### config.mk
export PLATFORM = sky130hd
export DESIGN_NAME = slew_limited_pulse_command
export DESIGN_NICKNAME = d
export VERILOG_FILES = /design/src/design/slpc_pkg.sv /design/src/design/slpc_addsub.sv /design/src/design/slew_limited_pulse_command.sv
export SDC_FILE = /design/constraint.sdc
export NUM_CORES = 1
export LEC_CHECK = 0
export BUFFER_PORTS_ARGS = -buffer_cell sky130_fd_sc_hd__buf_4
export CAP_MARGIN = 20
export CORE_MARGIN = 2
export CORE_UTILIZATION = 40
export DETAILED_ROUTE_END_ITERATION = 10
export HOLD_SLACK_MARGIN = 0.15
export PLACE_DENSITY = 0.58
export SYNTH_ARGS = -nofsm -noshare
export SYNTH_HDL_FRONTEND = slang
export SYNTH_SLANG_ARGS = --single-unit
export TNS_END_PERCENT = 5
### constraint.sdc
create_clock -name clk -period 7.15 [get_ports clk]
set_input_delay 0.3575 -clock clk [delete_from_list [all_inputs] [get_ports clk]]
set_output_delay 0.3575 -clock clk [all_outputs]
set_load 0.005 [all_outputs]
### src/design/slpc_pkg.sv
// shared types and constants for the slew limited pulse command block
// no dependencies; imported by every module of the block
package slpc_pkg;

    localparam int PULSE_BITS    = 12;
    localparam int SPAN_BITS     = 11;
    localparam int STEP_BITS     = 8;
    localparam int FRAC_BITS     = 14;
    localparam int POWER_BITS    = 16;
    localparam int ACC_BITS      = 28;
    localparam int TGT_BITS      = 14;
    localparam int DIFF_BITS     = 13;
    localparam int CNT_BITS      = 4;
    localparam int REG_IDX_BITS  = 3;
    localparam int CFG_DATA_BITS = 12;

    localparam logic signed [POWER_BITS-1:0] Q_ONE = 16'sd16384;

    // register indexes
    localparam logic [REG_IDX_BITS-1:0] REG_REST    = 3'd0;
    localparam logic [REG_IDX_BITS-1:0] REG_SPAN    = 3'd1;
    localparam logic [REG_IDX_BITS-1:0] REG_FLOOR   = 3'd2;
    localparam logic [REG_IDX_BITS-1:0] REG_CEILING = 3'd3;
    localparam logic [REG_IDX_BITS-1:0] REG_STEP    = 3'd4;

    // action codes, the unused code behaves as stop
    localparam logic [1:0] ACT_SET_WIDTH = 2'd0;
    localparam logic [1:0] ACT_SET_POWER = 2'd1;
    localparam logic [1:0] ACT_STOP      = 2'd2;

    // register reset values
    localparam logic [PULSE_BITS-1:0] REST_RESET    = 12'd1500;
    localparam logic [SPAN_BITS-1:0]  SPAN_RESET    = 11'd200;
    localparam logic [PULSE_BITS-1:0] FLOOR_RESET   = 12'd1300;
    localparam logic [PULSE_BITS-1:0] CEILING_RESET = 12'd1700;
    localparam logic [STEP_BITS-1:0]  STEP_RESET    = 8'd20;

    typedef struct packed {
        logic [1:0]                   action;
        logic [PULSE_BITS-1:0]        target_width;
        logic signed [POWER_BITS-1:0] power_request;
    } cmd_t;

    typedef struct packed {
        logic [PULSE_BITS-1:0]        pulse_width;
        logic signed [POWER_BITS-1:0] power_level;
    } result_t;

endpackage

### src/design/slpc_addsub.sv
// shared add/subtract unit of the pulse command sequencer
// depends on slpc_pkg for the accumulator width
module slpc_addsub (
    input  logic [slpc_pkg::ACC_BITS-1:0] a,
    input  logic [slpc_pkg::ACC_BITS-1:0] b,
    input  logic                          sub,
    output logic [slpc_pkg::ACC_BITS-1:0] sum
);
    import slpc_pkg::*;

    logic [ACC_BITS-1:0] b_eff;

    // two's complement subtract: invert and carry in
    assign b_eff = sub ? ~b : b;
    assign sum   = a + b_eff + {{(ACC_BITS-1){1'b0}}, sub};

endmodule

### src/design/slew_limited_pulse_command.sv
// slew limited motor pulse command, top level with sequencer and registers
// depends on slpc_pkg and slpc_addsub
//
// Each request picks a pulse width target: a direct width, a power command
// (clamped to plus or minus one, target = rest + power * span, truncated
// toward zero) or stop (target = rest; the unused action code also stops).
// The target is clamped to the window from max(floor, rest - span) up to
// min(ceiling, rest + span), lower bound first, and the commanded pulse moves
// toward it by at most step_limit. Each request gives one result: the new
// pulse and its implied power (pulse - rest) * 16384 / span, truncated toward
// zero and saturated to plus or minus 16384 (zero span gives the sign only).
// Sequencing: one request at a time. Multiply, divide and sign step share
// one 28-bit adder: an 11-step shift-add multiply for power commands and a
// 14-step restoring divide for the implied power. A request passes the states
// MUL (power commands only), WIN, SLEW, PREP, DIV, SIGN and FIN; DIV and
// SIGN are skipped when the pulse equals rest or the power saturates.
// in_ready returns in the cycle the result is registered, so the next
// request can enter while the result still waits for out_ready. Registers
// are written when cfg_write is high; the user must write them only while no
// request is in flight, the block does not enforce it; a bad index is ignored.
module slew_limited_pulse_command (
    input  logic                               clk,
    input  logic                               rst_n,
    // command requests
    input  logic                               in_valid,
    output logic                               in_ready,
    input  slpc_pkg::cmd_t                     in_data,
    // result requests
    output logic                               out_valid,
    input  logic                               out_ready,
    output slpc_pkg::result_t                  out_data,
    // register writes
    input  logic                               cfg_write,
    input  logic [slpc_pkg::REG_IDX_BITS-1:0]  cfg_index,
    input  logic [slpc_pkg::CFG_DATA_BITS-1:0] cfg_data
);
    import slpc_pkg::*;

    typedef enum logic [7:0] {
        S_IDLE = 8'b0000_0001,  // waiting for a request
        S_MUL  = 8'b0000_0010,  // power times span, one bit a cycle
        S_WIN  = 8'b0000_0100,  // truncate target, clamp to safe window
        S_SLEW = 8'b0000_1000,  // step limited move of the pulse
        S_PREP = 8'b0001_0000,  // pulse minus rest, special cases
        S_DIV  = 8'b0010_0000,  // restoring divide, one quotient bit a cycle
        S_SIGN = 8'b0100_0000,  // apply sign to quotient
        S_FIN  = 8'b1000_0000   // hand result to the output register
    } state_t;

    state_t state_reg, state_next;

    // configuration
    logic [PULSE_BITS-1:0] rest_reg, floor_reg, ceiling_reg;
    logic [SPAN_BITS-1:0]  span_reg;
    logic [STEP_BITS-1:0]  step_reg;

    // working registers
    logic [PULSE_BITS-1:0]        cur_reg, cur_next;
    logic signed [ACC_BITS-1:0]   acc_reg, acc_next;
    logic signed [ACC_BITS-1:0]   mcand_reg, mcand_next;
    logic [SPAN_BITS-1:0]         mplier_reg, mplier_next;
    logic [CNT_BITS-1:0]          cnt_reg, cnt_next;
    logic [PULSE_BITS-1:0]        tgt_reg, tgt_next;
    logic [SPAN_BITS-1:0]         rem_reg, rem_next;
    logic [FRAC_BITS-1:0]         quot_reg, quot_next;
    logic                         neg_reg, neg_next;
    logic signed [POWER_BITS-1:0] pwr_reg, pwr_next;

    // output register
    logic    out_valid_reg, out_valid_next;
    result_t out_data_reg, out_data_next;

    // shared unit
    logic [ACC_BITS-1:0] alu_a, alu_b, alu_sum;
    logic                alu_sub;

    // combinational helpers
    logic                         in_fire;
    logic signed [POWER_BITS-1:0] p_clamp;
    logic signed [TGT_BITS-1:0]   t_raw, rest_s, span_s, floor_s, ceil_s;
    logic signed [TGT_BITS-1:0]   rest_lo, rest_hi, win_lo, win_hi, t_lo, t_win;
    logic signed [DIFF_BITS-1:0]  delta, step_s, delta_lim, pulse_s;
    logic signed [DIFF_BITS-1:0]  diff, mag;
    logic [PULSE_BITS:0]          rem2;
    logic                         div_ge;
    logic                         out_free;

    slpc_addsub u_addsub (
        .a   (alu_a),
        .b   (alu_b),
        .sub (alu_sub),
        .sum (alu_sum)
    );

    assign in_ready  = (state_reg == S_IDLE);
    assign in_fire   = in_valid && in_ready;
    assign out_valid = out_valid_reg;
    assign out_data  = out_data_reg;
    assign out_free  = !out_valid_reg || out_ready;

    // power request clamped to plus or minus one
    always_comb
    begin
        if (in_data.power_request > Q_ONE)
        begin
            p_clamp = Q_ONE;
        end
        else if (in_data.power_request < -Q_ONE)
        begin
            p_clamp = -Q_ONE;
        end
        else
        begin
            p_clamp = in_data.power_request;
        end
    end

    // target from accumulator, division by 16384 truncated toward zero
    assign t_raw = acc_reg[ACC_BITS-1 -: TGT_BITS]
                 + TGT_BITS'(acc_reg[ACC_BITS-1] && (acc_reg[FRAC_BITS-1:0] != '0));

    // safe window, lower clamp first
    assign rest_s  = $signed({2'b00, rest_reg});
    assign span_s  = $signed({3'b000, span_reg});
    assign floor_s = $signed({2'b00, floor_reg});
    assign ceil_s  = $signed({2'b00, ceiling_reg});
    assign rest_lo = rest_s - span_s;
    assign rest_hi = rest_s + span_s;
    assign win_lo  = (rest_lo > floor_s) ? rest_lo : floor_s;
    assign win_hi  = (rest_hi < ceil_s) ? rest_hi : ceil_s;
    assign t_lo    = (t_raw < win_lo) ? win_lo : t_raw;
    assign t_win   = (t_lo > win_hi) ? win_hi : t_lo;

    // slew step, result always lies between current pulse and target
    assign delta  = $signed({1'b0, tgt_reg}) - $signed({1'b0, cur_reg});
    assign step_s = $signed({5'b00000, step_reg});
    always_comb
    begin
        priority if (delta > step_s)
        begin
            delta_lim = step_s;
        end
        else if (delta < -step_s)
        begin
            delta_lim = -step_s;
        end
        else
        begin
            delta_lim = delta;
        end
    end
    assign pulse_s = $signed({1'b0, cur_reg}) + delta_lim;

    // pulse relative to rest
    assign diff = $signed({1'b0, cur_reg}) - $signed({1'b0, rest_reg});
    assign mag  = diff[DIFF_BITS-1] ? -diff : diff;

    // divide step: shifted remainder against span
    assign rem2   = {1'b0, rem_reg, 1'b0};
    assign div_ge = !alu_sum[ACC_BITS-1];

    // shared unit operand select
    always_comb
    begin
        alu_a   = '0;
        alu_b   = '0;
        alu_sub = 1'b0;
        unique case (state_reg)
            S_MUL:
            begin
                alu_a = acc_reg;
                alu_b = mcand_reg;
            end
            S_DIV:
            begin
                alu_a   = ACC_BITS'(rem2);
                alu_b   = ACC_BITS'(span_reg);
                alu_sub = 1'b1;
            end
            S_SIGN:
            begin
                alu_b   = ACC_BITS'(quot_reg);
                alu_sub = neg_reg;
            end
            default:
            begin
                alu_a = '0;
            end
        endcase
    end

    // sequencer
    always_comb
    begin
        state_next     = state_reg;
        cur_next       = cur_reg;
        acc_next       = acc_reg;
        mcand_next     = mcand_reg;
        mplier_next    = mplier_reg;
        cnt_next       = cnt_reg;
        tgt_next       = tgt_reg;
        rem_next       = rem_reg;
        quot_next      = quot_reg;
        neg_next       = neg_reg;
        pwr_next       = pwr_reg;
        out_valid_next = out_valid_reg && !out_ready;
        out_data_next  = out_data_reg;

        unique case (state_reg)
            S_IDLE:
            begin
                if (in_fire)
                begin
                    priority if (in_data.action == ACT_SET_POWER)
                    begin
                        acc_next    = $signed({2'b00, rest_reg, {FRAC_BITS{1'b0}}});
                        mcand_next  = ACC_BITS'(p_clamp);
                        mplier_next = span_reg;
                        cnt_next    = CNT_BITS'(SPAN_BITS - 1);
                        state_next  = S_MUL;
                    end
                    else if (in_data.action == ACT_SET_WIDTH)
                    begin
                        acc_next   = $signed({2'b00, in_data.target_width,
                                              {FRAC_BITS{1'b0}}});
                        state_next = S_WIN;
                    end
                    else
                    begin
                        // stop and the unused code aim at rest
                        acc_next   = $signed({2'b00, rest_reg, {FRAC_BITS{1'b0}}});
                        state_next = S_WIN;
                    end
                end
            end
            S_MUL:
            begin
                if (mplier_reg[0])
                begin
                    acc_next = $signed(alu_sum);
                end
                mcand_next  = mcand_reg <<< 1;
                mplier_next = mplier_reg >> 1;
                cnt_next    = cnt_reg - 1'b1;
                if (cnt_reg == '0)
                begin
                    state_next = S_WIN;
                end
            end
            S_WIN:
            begin
                tgt_next   = t_win[PULSE_BITS-1:0];
                state_next = S_SLEW;
            end
            S_SLEW:
            begin
                cur_next   = pulse_s[PULSE_BITS-1:0];
                state_next = S_PREP;
            end
            S_PREP:
            begin
                neg_next = diff[DIFF_BITS-1];
                priority if (diff == '0)
                begin
                    pwr_next   = '0;
                    state_next = S_FIN;
                end
                else if (mag[PULSE_BITS-1:0] >= PULSE_BITS'(span_reg))
                begin
                    // also covers zero span: sign only
                    pwr_next   = diff[DIFF_BITS-1] ? -Q_ONE : Q_ONE;
                    state_next = S_FIN;
                end
                else
                begin
                    rem_next   = mag[SPAN_BITS-1:0];
                    quot_next  = '0;
                    cnt_next   = CNT_BITS'(FRAC_BITS - 1);
                    state_next = S_DIV;
                end
            end
            S_DIV:
            begin
                rem_next  = div_ge ? alu_sum[SPAN_BITS-1:0] : rem2[SPAN_BITS-1:0];
                quot_next = {quot_reg[FRAC_BITS-2:0], div_ge};
                cnt_next  = cnt_reg - 1'b1;
                if (cnt_reg == '0)
                begin
                    state_next = S_SIGN;
                end
            end
            S_SIGN:
            begin
                pwr_next   = $signed(alu_sum[POWER_BITS-1:0]);
                state_next = S_FIN;
            end
            S_FIN:
            begin
                // wait until the output register is free
                if (out_free)
                begin
                    out_valid_next            = 1'b1;
                    out_data_next.pulse_width = cur_reg;
                    out_data_next.power_level = pwr_reg;
                    state_next                = S_IDLE;
                end
            end
            default:
            begin
                state_next = S_IDLE;
            end
        endcase
    end

    // control state and configuration
    always_ff @(posedge clk or negedge rst_n)
    begin
        if (!rst_n)
        begin
            state_reg     <= S_IDLE;
            out_valid_reg <= 1'b0;
            cur_reg       <= REST_RESET;
            rest_reg      <= REST_RESET;
            span_reg      <= SPAN_RESET;
            floor_reg     <= FLOOR_RESET;
            ceiling_reg   <= CEILING_RESET;
            step_reg      <= STEP_RESET;
        end
        else
        begin
            state_reg     <= state_next;
            out_valid_reg <= out_valid_next;
            cur_reg       <= cur_next;
            if (cfg_write)
            begin
                unique case (cfg_index)
                    REG_REST:    rest_reg    <= cfg_data[PULSE_BITS-1:0];
                    REG_SPAN:    span_reg    <= cfg_data[SPAN_BITS-1:0];
                    REG_FLOOR:   floor_reg   <= cfg_data[PULSE_BITS-1:0];
                    REG_CEILING: ceiling_reg <= cfg_data[PULSE_BITS-1:0];
                    REG_STEP:    step_reg    <= cfg_data[STEP_BITS-1:0];
                    default:     step_reg    <= step_reg;
                endcase
            end
        end
    end

    // datapath, no reset needed
    always_ff @(posedge clk)
    begin
        acc_reg      <= acc_next;
        mcand_reg    <= mcand_next;
        mplier_reg   <= mplier_next;
        cnt_reg      <= cnt_next;
        tgt_reg      <= tgt_next;
        rem_reg      <= rem_next;
        quot_reg     <= quot_next;
        neg_reg      <= neg_next;
        pwr_reg      <= pwr_next;
        out_data_reg <= out_data_next;
    end

endmodule

==> run metrics <==
outcome=complete, but fails checks; failing checks=negative setup slack; die outline height=207 um; clock sinks=229; Tcrit/Tclk final=102%; post-synth top area share=28.0%; hold crit path type=in -> reg; row count=74; Slew Viols, Final=0; via/cell ratio=5.35; Met3 Wirelength=2190 um; Initial DRC Count=900; Synth Flop Type=edfxtp_1; core area=40600 um2; CP max stage cell=dfstp_2; post-layout min period=7.30 ns; ANT cells=0; final core occ=49.0%; pwr dens=478 nW/um2; Clk Latency, worst-skew pair=0.58 ns; vias in the first global route=13000; Syn Inst Count=1728; crit path max fanout=5; Place WS=-0.327 ns; Die W=207 um; DRC=0; flops & latches, synth=229; largest net degree at the start of global routing=55; Setup Skew=0.0126 ns; RSZ-0062 raised after global routing=true; Total GRT Usage=23.2%; Worst path most repeated cell=a21oi_2; Max-slew headroom=31.3%; crit path from=span_reg[6]; Final Hold Viols=0; YS warnings=0; Slowest Stage Delay on Critical Path=0.54 ns; Req. time, crit path=7.47 ns; CTS HTree Levels=1; cell taking the most area after synthesis=edfxtp_1; Port Buffer Count=79; Post-Syn Area=16400 um2; Final #Nets=2168; root buffer selected by CTS=clkbuf_16; Antenna Violating Nets Remaining=0; top post-synthesis cells by area=edfxtp_1 (28%), ha_1 (13%), dfrtp_1 (7.2%), dfstp_2 (4.6%), nand2_1 (4.6%); commonest non-fill, non-tap cells in the layout=buf_4 (205), nand2_1 (201), ha_1 (163), edfxtp_1 (153), inv_1 (135); fraction of final layout cells sized beyond drive strength 1=18.8%; ys async rst share=33.2%; Tightest Pin Transition=1.03 ns; clock buffer count from CTS=28; total die area=42700 um2; drt wl/cell=19.5 um; CP Data Arrival Time=7.62 ns; fin worst setup slack=-0.154 ns; I/O pin count=80; CP startpoint kind=register; hold slack=0.174 ns; global-route wire length before repair=75600 um; routed length on met2=22700 um; Distinct cells, synth=92; gpl congestion=0.904; routed vias=13400; Worst VDD drop=0.000237 V; reg2reg start=span_reg[6]; syn_area_per_cell=9.50 um2; Hold Crit Start=in_data[19]; Leakage=0.00865 uW; Total Wirelength=48800 um; Clk pin slew, worst setup/hold paths=0.06 ns; CTS tree=done; top sig layer=met4; CTS max path bufs=3; Setup Crit Path Kind=reg -> reg; commonest non-fill, non-tap cell in the layout=buf_4; worst reg-to-reg path cell count=39; Post-synth EDFFs=153; crit end category=register; WHS Path Cells=3; Max Cap Viol=0; setup violators final=12; wire length on met1=23000 um; initial antenna violation count=1; DRT Pass-1 Iters=7; synth-to-layout area growth=21.3%; sequential element share of the synthesized area=39.8%; Final HPWL DP=38000 um; initial core utilization=40.4%; highest clock rate=137 MHz; grt ovf=0
[synthesized netlist by cell type, types with 5 or more instances]
cell type  count
o211ai_1       8
or2_2          9
nor3_1        23
a21oi_1       97
a211o_1        5
xor2_1        43
dfrtp_1       47
inv_1        138
nor2_1       121
nand2b_1      19
nand4_1       16
nand3_1       19
nor2b_1       16
a22o_1        19
and3_1        19
a211oi_1      12
o21bai_1      18
or3_1          8
a21o_1        23
o21a_1        35
a22oi_1        5
xnor2_1       64
ha_1         165
and4_1         5
a222oi_1       5
nor4_1        12
o221ai_1       6
nand3b_1      10
clkbuf_1      45
mux2_2        20
fa_1           6
o31ai_1        7
dfstp_2       29
o21ai_0      131
and2_1        28
a31oi_1       15
mux2i_1       36
edfxtp_1     153
nand2_1      201
[final timing paths]
kind                           endpoint  slack [ns]
min reg2reg                out_data[11]        0.42
min in group asynchronous   step_reg[0]        0.25
max                          tgt_reg[9]       -0.15
max in group asynchronous    cur_reg[0]        5.82
min                         acc_reg[17]        0.17
max reg2reg                  tgt_reg[9]       -0.15
[logic make-up after synthesis]
kind of cell             count (synthesis)  share of synthesized area, %
multiplexers                            59                          3.82
other                                    1                        0.0228
XOR/XNOR                               107                          5.71
flip-flops                             229                          39.8
AO/OA/AOI/OAI                          434                          17.1
adder cells (fa/ha/maj)                171                          13.3
AND/OR/NAND/NOR                        530                          15.5
buffers and inverters                  197                          4.84
[layer usage]
layer	track usage [%]	up-vias
met3	2.86	55
met1	32.4	6396
li1	-	6647
met5	0	-
met4	4.97	0
met2	38.7	289
[stage by stage]
stage                     cell area (um2)  cells  total power [uW]  TNS (ns)
final                               19900   2501              9520     -1.00
after global routing                19900   2501             10300     -6.80
after CTS                           19900   2500              9430    -0.765
after detailed placement            18400   2405              7720     -3.64
after global placement              18400   2405              7650     -2.03
after floorplan                     16500   1730              5880    -0.448
[timing repair]
action | 4_1_cts | 5_1_grt
buffers inserted | 6 | 0
cloned | 3 | 0
setup endpoints to repair | 12 | 13
hold buffers | 34 | 0
hold endpoints to repair | 98 | 0
pin swaps | 18 | 6
gates resized for setup | 14 | 16
[cell type report]
class	count	area, um2
Fill cell	3781	20700
Multi-Input combinational cell	1306	9300
Sequential cell	229	6530
Timing Repair Buffer	242	1910
Clock buffer	44	875
Tap cell	532	666
Inverter	140	526
Clock inverter	8	116
[critical path: cells and delay by family, from the launching register on]
kind | cells | cell delay (ns)
and+or+nand+nor | 13 | 2.05
adders and majority gates | 4 | 1.00
muxes | 3 | 0.93
AOI/OAI and AO/OA | 16 | 2.31
xor gates and xnor gates | 1 | 0.11
DFF | 1 | 0.54
buffers and inverters | 2 | 0.11
[power by group]
| part | internal, uW | leakage [uW] | switching [uW] |
|---|---|---|---|
| clock network | 914 | 0.000481 | 595 |
| registers | 1830 | 0.00229 | 198 |
| logic | 2610 | 0.00588 | 3370 |
Power figures use the tool's default switching activity.
